==> src/memory_card_command_responder_defines.svh <==
// assertion helpers for the memory card command responder
`ifndef MEMORY_CARD_COMMAND_RESPONDER_DEFINES_SVH
`define MEMORY_CARD_COMMAND_RESPONDER_DEFINES_SVH
`ifndef NO_ASSERTIONS
`define MCR_ASSERT_SAME(label, clk, rst_n, ante, cons) \
    label: assert property (@(posedge clk) disable iff (!(rst_n)) (ante) |-> (cons)) \
        else $error("mcr assertion failed");
`define MCR_ASSERT_NEXT(label, clk, rst_n, ante, cons) \
    label: assert property (@(posedge clk) disable iff (!(rst_n)) (ante) |=> (cons)) \
        else $error("mcr assertion failed");
`else
`define MCR_ASSERT_SAME(label, clk, rst_n, ante, cons)
`define MCR_ASSERT_NEXT(label, clk, rst_n, ante, cons)
`endif
`endif

==> src/mcr_ram.sv <==
module mcr_ram #(
    parameter int WIDTH = 32,
    parameter int DEPTH = 32
) (
    input  logic                     i_clk,
    input  logic                     i_we,
    input  logic [$clog2(DEPTH)-1:0] i_waddr,
    input  logic [WIDTH-1:0]         i_wdata,
    input  logic [$clog2(DEPTH)-1:0] i_raddr,
    output logic [WIDTH-1:0]         o_rdata
);

    logic [WIDTH-1:0] r_mem [DEPTH];
    logic [WIDTH-1:0] r_rdata;

    always_ff @(posedge i_clk) begin
        if (i_we) begin
            r_mem[i_waddr] <= i_wdata;
        end
        r_rdata <= r_mem[i_raddr];
    end

    assign o_rdata = r_rdata;

endmodule

==> config.mk <==
export PLATFORM = sky130hd
export DESIGN_NAME = mcr_ram
export DESIGN_NICKNAME = d
export VERILOG_FILES = /design/src/memory_card_command_responder_defines.svh /design/src/mcr_ram.sv
export SDC_FILE = /design/constraint.sdc
export NUM_CORES = 1
export LEC_CHECK = 0
export ABC_AREA = 1
export BUFFER_PORTS_ARGS = -buffer_cell sky130_fd_sc_hd__clkbuf_2
export CAP_MARGIN = 20
export CORE_ASPECT_RATIO = 1.25
export CORE_UTILIZATION = 40
export DETAILED_ROUTE_END_ITERATION = 12
export GPL_TIMING_DRIVEN = 0
export PLACE_DENSITY_LB_ADDON = 0.2
export RECOVER_POWER = 100
export SYNTH_ARGS = -nofsm -noshare
export SYNTH_HDL_FRONTEND = slang
export SYNTH_SLANG_ARGS = --single-unit
==> constraint.sdc <==
create_clock -name i_clk -period 2.5 [get_ports i_clk]
set_input_delay 0.5 -clock i_clk [delete_from_list [all_inputs] [get_ports i_clk]]
set_output_delay 0.5 -clock i_clk [all_outputs]
set_load 0.02 [all_outputs]
==> impl_metrics.csv <==
group,metric,value,unit
sta,finalMaxSlewViolations,957,
hold_path,hold_path.class,"input port to flop",
hold_path,whs_path_depth,3,
synth,ys_seq_area_frac,0.740,
die,num_rows,133,
pwr,p_leak,17.8,nW
final_layout,nets,3789,
final_layout,final_common_cell,"nand2_1",
sta,hold_viol,0,
synth,synth_top_cell_area_share,0.725,
hold_path,worstHoldEndpoint,"o_rdata[31]$_DFF_P_",
global_route,grt_usage,0.246,
cts,htreeDepth,3,
worst_setup_path,critPathMaxFanout,10,
worst_setup_path,rr_startpoint,"r_mem[29][14]$_DFFE_PP_",
drt,dr.pass1.iters,6,
cts,cts_resized,0,
synth,synth_cell_types,14,
sta,worstMarginPinSlew,2.04,ns
synth,syn_avg_cell_area,12.0,um^2
sta,fin_setup_tns,0,ns
global_route,grt_pass1_wl,188,mm
synth,yosysWarnings,0,
synth,synth_area_leaders,"edfxtp_1 73%, nand2_1 13%, nand3_1 9.2%, buf_6 1.8%, dfxtp_1 1.5%",
sta,period_needed,2.36,ns
cts,cts_setup_buffers,0,
synth,ys_ff_latch,1056,
worst_setup_path,rrSetupSlack,1.02,ns
cts,clk_pin_slew,0.06,ns
placed_design,port_buffers,72,
worst_setup_path,critPathMaxStageDelay,0.87,ns
final_layout,finalNonFillerCells,5255,
run_status,violations,"max-capacitance violations, max-slew violations",
run_status,outcome,"finished with violations",
cts,cts_tree,"yes",
worst_setup_path,cp.required,3.11,ns
drt,drc,0,
worst_setup_path,rr_worst_depth,8,
final_layout,final_cell_mix,"1440 x nand2_1, 1024 x edfxtp_1, 780 x nand3_1",
drt,postRouteAntennaNets,0,
flow_run,drv_cap,29,
die,die_area,107000,um^2
synth,yosysTopAreaCell,"edfxtp_1",
synth,syn_inst,3536,
synth,netlist_area,42400,um^2
pwr,power,39.1,mW
cts,cts_buffer_depth,3,
pwr,pwr_density_cell,801,nW/um^2
pwr,ir_drop,0.566,mV
cts,hold_buffers,0,
global_route,grt_pass1_vias,26900,
worst_setup_path,worstPathArrival,2.98,ns
global_route,grt_max_degree,33,
cts,numCtsBuffers,103,
sta,slew_headroom,-0.357,
final_layout,drive_gt1_frac,0.104,
worst_setup_path,worstSetupPathType,"input port to flop",
final_layout,area_delta_synth_final,15.3,%
global_route,grt-ovfl-total,0,
die,die_w,293,um
global_route,antenna_found_initial,9,
drt,finalWirelength,132,mm
die,core-area,105000,um^2
cts,cts-root-buf,"clkbuf_16",
sta,setup-violations-final,0,
cts,clk-insertion-delay-late,0.73,ns
worst_setup_path,worst_setup_path_start_kind,"input port",
worst_setup_path,path_cells,"clkbuf_1, clkbuf_1, clkbuf_1, nand3_1, nand2_1, nand2_1, nand2_1, nand2_1, nand2_1",
sta,finClkSkew,0.0267,ns
placed_design,hpwl,87.4,mm
die,start_util,0.403,
placed_design,dp.cells,5057,
drt,vias_per_cell,5.29,
hold_path,min_from,"i_raddr[4]",
die,die_h,366,um
cts,cts_sinks,1056,
sta,fin_crit_sh,0.945,
synth,synth_nets,3580,
sta,grt_setup_unrepaired,"false",
sta,max_freq,423,MHz
worst_setup_path,reg2reg_to,"o_rdata[14]$_DFF_P_",
placed_design,place_congestion,0.879,
die,ioPinCount,76,
worst_setup_path,setup.worst_path.end_class,"flop",
drt,num_vias,27800,
worst_setup_path,crit_path_frequent_cell,"nand2_1",
drt,drtIter0Drc,2805,
drt,wl_per_cell,25.1,um
worst_setup_path,slowest_stage,"clkbuf_1",
[layout make-up]
| cell class | count | area, um^2 |
|---|---|---|
| diodes | 3 | 7.51 |
| plain buffers | 218 | 1540 |
| clock buffers | 128 | 2720 |
| clock inverters | 67 | 868 |
| fillers | 9591 | 56300 |
| inverters | 10 | 45.0 |
| multi-input cells | 2252 | 9640 |
| flip-flops and latches | 1056 | 31400 |
| well taps | 1417 | 1770 |
| repair buffers | 104 | 895 |
[sequential cells by signal, indices dropped and copies added (netlist names)]
name / flops
o_rdata: 32
r_mem: 1024
[worst max-delay path: cells and delay by family]
kind | cells | cell delay [ns]
simple gates | 6 | 0.79
buf+inv | 3 | 1.67
[logic make-up (layout without fill, tap and decap cells)]
kind of cell           after synthesis  count (layout)  share of synthesized area
flip-flops                        1056            1056                      0.740
AND/OR/NAND/NOR                   2252            2252                      0.222
other                                0               3                          0
buffers and inverters              228             527                     0.0374
[per-stage QoR]
| stage | utilization | setup slack [ns] | hold WS, ns | area, um^2 |
|---|---|---|---|---|
| after floorplan | - | -0.0765 | 0.599 | 42400 |
| after global placement | 0.423 | -2.19 | 0.807 | 44500 |
| after detailed placement | 0.432 | -0.384 | 0.803 | 45500 |
| after CTS | 0.466 | 0.367 | 0.402 | 49000 |
| after global routing | 0.465 | 0.152 | 0.467 | 48900 |
| final | 0.465 | 0.136 | 0.445 | 48900 |
[routing by layer]
layer,track usage,up-vias,share of wire
li1,-,12800,-
met1,0.298,13700,0.38
met2,0.439,1118,0.52
met3,0.0329,245,0.066
met4,0.0992,6,0.038
met5,0,-,0.00023
[how the worst max path moves through the flow]
stage | slack (ns) | cells past startpoint | to | startpoint
floorplan | -0.08 | 3 | r_mem[8][0]$_DFFE_PP_ | i_waddr[0]
global placement | -2.19 | 4 | r_mem[28][25]$_DFFE_PP_ | i_waddr[0]
detailed placement | -0.38 | 5 | r_mem[29][22]$_DFFE_PP_ | i_waddr[1]
CTS | 0.37 | 5 | r_mem[29][22]$_DFFE_PP_ | i_waddr[1]
global route | 0.15 | 5 | r_mem[8][25]$_DFFE_PP_ | i_waddr[1]
finish | 0.14 | 9 | o_rdata[19]$_DFF_P_ | i_raddr[2]
[Yosys cell counts]
library cell,count
nand2_1,1440
edfxtp_1,1024
nand3_1,780
buf_2,83
buf_6,66
dfxtp_1,32
nor2_1,32
buf_4,24
clkbuf_1,24
buf_1,18
inv_1,7
buf_8,3
inv_2,2
inv_8,1
[power breakdown]
part           total (mW)  leakage [nW]  switching, mW  internal, mW
Sequential           19.7          9.49         0.0596          19.7
Combinational        2.74          6.57           2.07         0.668
Clock                16.6          1.75           6.91          9.73
Power figures use the tool's default switching activity.
