`src/memory_card_command_responder_defines.svh`:
```
// assertion helpers for the memory card command responder
`ifndef MEMORY_CARD_COMMAND_RESPONDER_DEFINES_SVH
`define MEMORY_CARD_COMMAND_RESPONDER_DEFINES_SVH
`ifndef NO_ASSERTIONS
`define MCR_ASSERT_SAME(label, clk, rst_n, ante, cons) \
    label: assert property (@(posedge clk) disable iff (!(rst_n)) (ante) |-> (cons)) \
        else $error("mcr assertion failed");
`define MCR_ASSERT_NEXT(label, clk, rst_n, ante, cons) \
    label: assert property (@(posedge clk) disable iff (!(rst_n)) (ante) |=> (cons)) \
        else $error("mcr assertion failed");
`else
`define MCR_ASSERT_SAME(label, clk, rst_n, ante, cons)
`define MCR_ASSERT_NEXT(label, clk, rst_n, ante, cons)
`endif
`endif

```
`src/mcr_pkg.sv`:
```
package mcr_pkg;

    typedef struct packed {
        logic        action;
        logic [31:0] packet_word;
        logic        packet_end;
    } t_cmd_in;

    typedef struct packed {
        logic [31:0] response_word;
        logic        response_last;
        logic        response_empty;
        logic        store_dirty;
    } t_resp_out;

    typedef struct packed {
        logic [7:0] root_block;
        logic [7:0] fat_block;
        logic [7:0] directory_block;
        logic [7:0] directory_length;
        logic [7:0] save_area_value;
    } t_geom;

    typedef struct packed {
        logic [7:0]  cmd;
        logic [7:0]  code;
        logic [31:0] fn;
        logic [31:0] block_id;
    } t_resp_ctx;

    typedef enum logic [3:0] {
        ST_CLEAR  = 4'b0001,
        ST_IDLE   = 4'b0010,
        ST_EXEC   = 4'b0100,
        ST_COMMIT = 4'b1000
    } t_state;

    localparam logic [2:0] CFG_RESPONSE_LIMIT   = 3'd0;
    localparam logic [2:0] CFG_ROOT_BLOCK       = 3'd1;
    localparam logic [2:0] CFG_FAT_BLOCK        = 3'd2;
    localparam logic [2:0] CFG_DIRECTORY_BLOCK  = 3'd3;
    localparam logic [2:0] CFG_DIRECTORY_LENGTH = 3'd4;
    localparam logic [2:0] CFG_SAVE_AREA_VALUE  = 3'd5;

    localparam logic [31:0] FN_STORAGE = 32'h0200_0000;
    localparam logic [31:0] FN_DISPLAY = 32'h0400_0000;
    localparam logic [31:0] FN_CLOCK   = 32'h0800_0000;

    localparam logic [7:0] OP_INFO    = 8'd1;
    localparam logic [7:0] OP_COND    = 8'd9;
    localparam logic [7:0] OP_GEOM    = 8'd10;
    localparam logic [7:0] OP_READ    = 8'd11;
    localparam logic [7:0] OP_WRITE   = 8'd12;
    localparam logic [7:0] OP_SYNC    = 8'd13;
    localparam logic [7:0] OP_SETCOND = 8'd14;

    localparam logic [7:0] RC_INFO   = 8'h05;
    localparam logic [7:0] RC_OK     = 8'h07;
    localparam logic [7:0] RC_DATA   = 8'h08;
    localparam logic [7:0] RC_BADFN  = 8'hFE;
    localparam logic [7:0] RC_BADOP  = 8'hFD;
    localparam logic [7:0] RC_BADBLK = 8'hFB;

    localparam logic [7:0]  INFO_WORDS = 8'd28;
    localparam logic [31:0] COND_WORD  = 32'h0000_00FF;
    localparam logic [31:0] DATE_WORD0 = 32'h0909_07CF;
    localparam logic [31:0] DATE_WORD1 = 32'h0309_0909;

    function automatic logic [31:0] info_word(input logic [4:0] idx);
        logic [31:0] w;
        case (idx)
            5'd0:  w = 32'h0E00_0000;
            5'd1:  w = 32'h403F_7E7E;
            5'd2:  w = 32'h0010_0500;
            5'd3:  w = 32'h0041_0F00;
            5'd4:  w = 32'h6956_00FF;
            5'd5:  w = 32'h6C61_7573;
            5'd6:  w = 32'h6D65_4D20;
            5'd7:  w = 32'h2079_726F;
            5'd8:  w = 32'h2020_2020;
            5'd9:  w = 32'h2020_2020;
            5'd10: w = 32'h2020_2020;
            5'd11: w = 32'h2020_2020;
            5'd12: w = 32'h646F_7250;
            5'd13: w = 32'h6465_6375;
            5'd14: w = 32'h2079_4220;
            5'd15: w = 32'h5520_726F;
            5'd16: w = 32'h7265_646E;
            5'd17: w = 32'h6369_4C20;
            5'd18: w = 32'h6573_6E65;
            5'd19: w = 32'h6F72_4620;
            5'd20: w = 32'h4553_206D;
            5'd21: w = 32'h4520_4147;
            5'd22: w = 32'h5245_544E;
            5'd23: w = 32'h5349_5250;
            5'd24: w = 32'h4C2C_5345;
            5'd25: w = 32'h202E_4454;
            5'd26: w = 32'h2020_2020;
            5'd27: w = 32'h0082_007C;
            default: w = 32'h0000_0000;
        endcase
        return w;
    endfunction

endpackage

```
`src/mcr_resp_fmt.sv`:
```
module mcr_resp_fmt import mcr_pkg::*; #(
    parameter int BLOCK_COUNT = 256
) (
    input  t_resp_ctx   i_ctx,
    input  t_geom       i_geom,
    input  logic [7:0]  i_k,
    output logic [31:0] o_word,
    output logic        o_use_mem
);

    localparam logic [31:0] GEOM_LAST = 32'((BLOCK_COUNT - 1) & 32'hFFFF);

    always_comb begin
        o_word    = 32'h0;
        o_use_mem = 1'b0;
        if (i_ctx.code == RC_INFO) begin
            o_word = (i_k < INFO_WORDS) ? info_word(i_k[4:0]) : 32'h0;
        end else if (i_k == 8'd0) begin
            o_word = i_ctx.fn;
        end else if (i_ctx.cmd == OP_COND) begin
            o_word = COND_WORD;
        end else if (i_ctx.cmd == OP_GEOM) begin
            case (i_k)
                8'd1: o_word = GEOM_LAST;
                8'd2: o_word = {8'h0, i_geom.fat_block, 8'h0, i_geom.root_block};
                8'd3: o_word = {8'h0, i_geom.directory_block, 16'h1};
                8'd4: o_word = {24'h0, i_geom.directory_length};
                8'd5: o_word = {16'd31, 8'h0, i_geom.save_area_value};
                default: o_word = 32'h0;
            endcase
        end else if (i_ctx.cmd == OP_READ) begin
            if (i_ctx.fn == FN_CLOCK) begin
                case (i_k)
                    8'd1: o_word = DATE_WORD0;
                    8'd2: o_word = DATE_WORD1;
                    default: o_word = 32'h0;
                endcase
            end else if (i_k == 8'd1) begin
                o_word = i_ctx.block_id;
            end else begin
                o_use_mem = 1'b1;
            end
        end
    end

endmodule

```
`config.mk`:
```
export PLATFORM = sky130hd
export DESIGN_NAME = mcr_resp_fmt
export DESIGN_NICKNAME = d
export VERILOG_FILES = /design/src/memory_card_command_responder_defines.svh /design/src/mcr_pkg.sv /design/src/mcr_resp_fmt.sv
export SDC_FILE = /design/constraint.sdc
export NUM_CORES = 1
export LEC_CHECK = 0
export ABC_AREA = 1
export BUFFER_PORTS_ARGS = -buffer_cell sky130_fd_sc_hd__buf_2
export CELL_PAD_IN_SITES_DETAIL_PLACEMENT = 0
export CELL_PAD_IN_SITES_GLOBAL_PLACEMENT = 1
export CORE_ASPECT_RATIO = 0.6
export CORE_UTILIZATION = 28
export DETAILED_ROUTE_END_ITERATION = 8
export GPL_TIMING_DRIVEN = 0
export PLACE_DENSITY_LB_ADDON = 0.1
export SLEW_MARGIN = 20
export SYNTH_ARGS = -nofsm -noshare
export SYNTH_HDL_FRONTEND = slang
export SYNTH_SLANG_ARGS = --single-unit
export TNS_END_PERCENT = 20
```
`constraint.sdc`:
```
create_clock -name vclk -period 2.9
set_input_delay 0.58 -clock vclk [all_inputs]
set_output_delay 0.58 -clock vclk [all_outputs]
set_load 0.005 [all_outputs]
```
==> results by group <==
Outcome
  • Run status: complete, no violations

STA
  • Max-slew violation count: 0
  • RSZ-0062 raised after global routing: yes
  • Setup violators final: 0
  • Rel. slew slack: 58.3%
  • Post-layout min period: 2.89 ns
  • Period utilization: 99.5%
  • Fin. Hold Viols: 0
  • Slew of the pin with the lowest slew margin: 0.625 ns
  • Fmax: 346 MHz
  • Setup ws final: 0.0136 ns

Global routing
  • GR Util All Layers: 30.6%
  • Vias in the first global route: 4300
  • Global-route wire length before repair: 24700 um
  • GR Overflow Total: 0
  • Initial antenna violation count: 0
  • Largest net degree at the start of global routing: 12

Layout
  • Layout cells sized above 1: 31.8%
  • CLK BUF: 0
  • Post-layout nets: 932
  • Ant diodes: 0
  • Register area: 0 um^2
  • Final cell count without fillers: 925
  • Seq_cells: 0
  • FILL cells: 1167
  • Syn-to-layout area delta: 44.5%
  • Multi-input combinational cell area: 2670 um^2
  • Final non-filler cell area: 4160 um^2

Min path
  • Hold Crit Class: input port to output pin

Route
  • Post-Route WL: 17000 um
  • Post-DR vias/cell: 5.31
  • Initial drt markers: 447
  • Detailed Routing Iterations Pass 1: 5
  • # DRC: 0
  • Routed via count: 4915
  • Post-route ant nets: 0
  • Routed WL per cell: 18.4 um

Worst setup path
  • Critical path class: input port to output pin
  • CP Max Fanout: 10
  • Crit-path leading delay family: simple AND/OR/NAND/NOR gates
  • Slowest stage delay, CP: 0.25 ns
  • Critical Path Sink Type: output pin
  • Cell mode on critical path: buf_2
  • Worst path cell trace: buf_2 > nor2_2 > nand2_2 > inv_2 > o21ai_1 > nor2_1 > buf_4 > o2111ai_1 > nand2_1 > buf_2
  • CP required: 2.32 ns
  • Worst path slowest cell: buf_4
  • Crit path DAT: 2.31 ns
  • CP Launch Type: input port
  • CP bufs+invs: 4

Power
  • Sw power: 222 uW
  • Lkg Pwr: 0.00242 uW
  • Gate power share: 100.0%
  • PwrDens: 86.4 nW/um^2
  • Flop pwr share: 0%
  • Max rail drop VDD: 43.3 uV
  • Switching power share of the total: 61.7%
  • Clock power frac: 0%
  • Cell Int Power: 138 uW

Synth
  • Sequential fraction of the synthesis area: 0%
  • Most common library cells after synthesis: nand2_1, nor2_1, nand3_1
  • Top cell type's share of synthesized area: 29.1%
  • Mapped cell area: 2880 um^2
  • Synth area leaders: nand2_1, nor2_1, nand3_1
  • Warnings, synthesis: 0
  • Post-synth net total: 755
  • Area leader, netlist: nand2_1
  • Synth Instances: 615
  • Syn Area/Cell: 4.68 um^2
  • Netlist cell types: 34
  • Top-count cell post-synth: nand2_1

Place
  • Hpwl dp: 14000 um
  • Placed cell count: 909
  • Gpl congestion: 0.967
  • Port Buffers: 159
  • Worst slack, placed: -0.485 ns
  • DP Area: 3840 um^2

Flow run
  • MaxCap Viol Count: 0

Floorplanning
  • Die Height: 80.6 um
  • I/O pin count: 161
  • Core area: 9910 um^2
  • Initial Utilization: 29.1%
  • Rows: 28
  • Die ar.: 10700 um^2
  • Die W: 133 um
## cell usage in the layout (no fill, tap or decap), types with 13 or more instances in the layout
cell type  Yosys  routed
a21oi_1       34      31
buf_2         10     165
buf_4          1      18
inv_1         50      44
nand2_1      223     214
nand3_1       63      61
nor2_1        91      88
o21ai_0       47      42
o21ai_1       12      13
## power groups by stage
stage	combinational, uW	sequential (uW)	clock (uW)
global route	387	0	0
finish	360	0	0
CTS	338	0	0
floorplan	149	0	0
detailed placement	317	0	0
global placement	320	0	0
## metal layers
metal  global-route usage, %  share of wire, %  vias to the layer above
met4                    4.02               1.5                        0
met3                    4.99                11                       18
met2                    44.2                38                      301
li1                        -                 -                     2350
met5                       0                 0                        -
met1                    46.8                50                     2246
## stage by stage
step | hold slack [ns] | power [uW] | utilization [%] | TNS, ns
after floorplan | 1.27 | 149 | - | 0
after global placement | 1.49 | 320 | 38.8 | -12.38
after detailed placement | 1.49 | 317 | 38.8 | -12.10
after CTS | 1.49 | 338 | 40.8 | 0
after global routing | 1.52 | 387 | 42.0 | -0.825
final | 1.49 | 360 | 42.0 | 0
## cell type report
cell class / instances / area share, %
Buffer: 27 / 3.79
Timing Repair Buffer: 175 / 22.7
Multi-Input combinational cell: 532 / 64.1
Inverter: 56 / 5.41
Tap cell: 135 / 4.06
## logic make-up after synthesis
group                    after synthesis  share of synthesized area [%]
buffers and inverters                 83                           12.4
AO/OA/AOI/OAI                        109                           20.2
AND/OR/NAND/NOR                      411                           62.2
adder cells (fa/ha/maj)               12                           5.21
## what timing repair did
item,4_1_cts,5_1_grt
endpoints found under the setup margin,33,32
buffers inserted,12,3
gates cloned,1,0
resized for setup,30,37
hold buffers,0,0
pin swaps,7,8
## final timing paths
path      start          to  slack, ns  cells past startpoint
max      i_k[7]  o_word[28]       0.01                     10
min   i_ctx[63]  o_word[31]       1.49                      4
No activity file was read; power rests on OpenSTA's default activity.
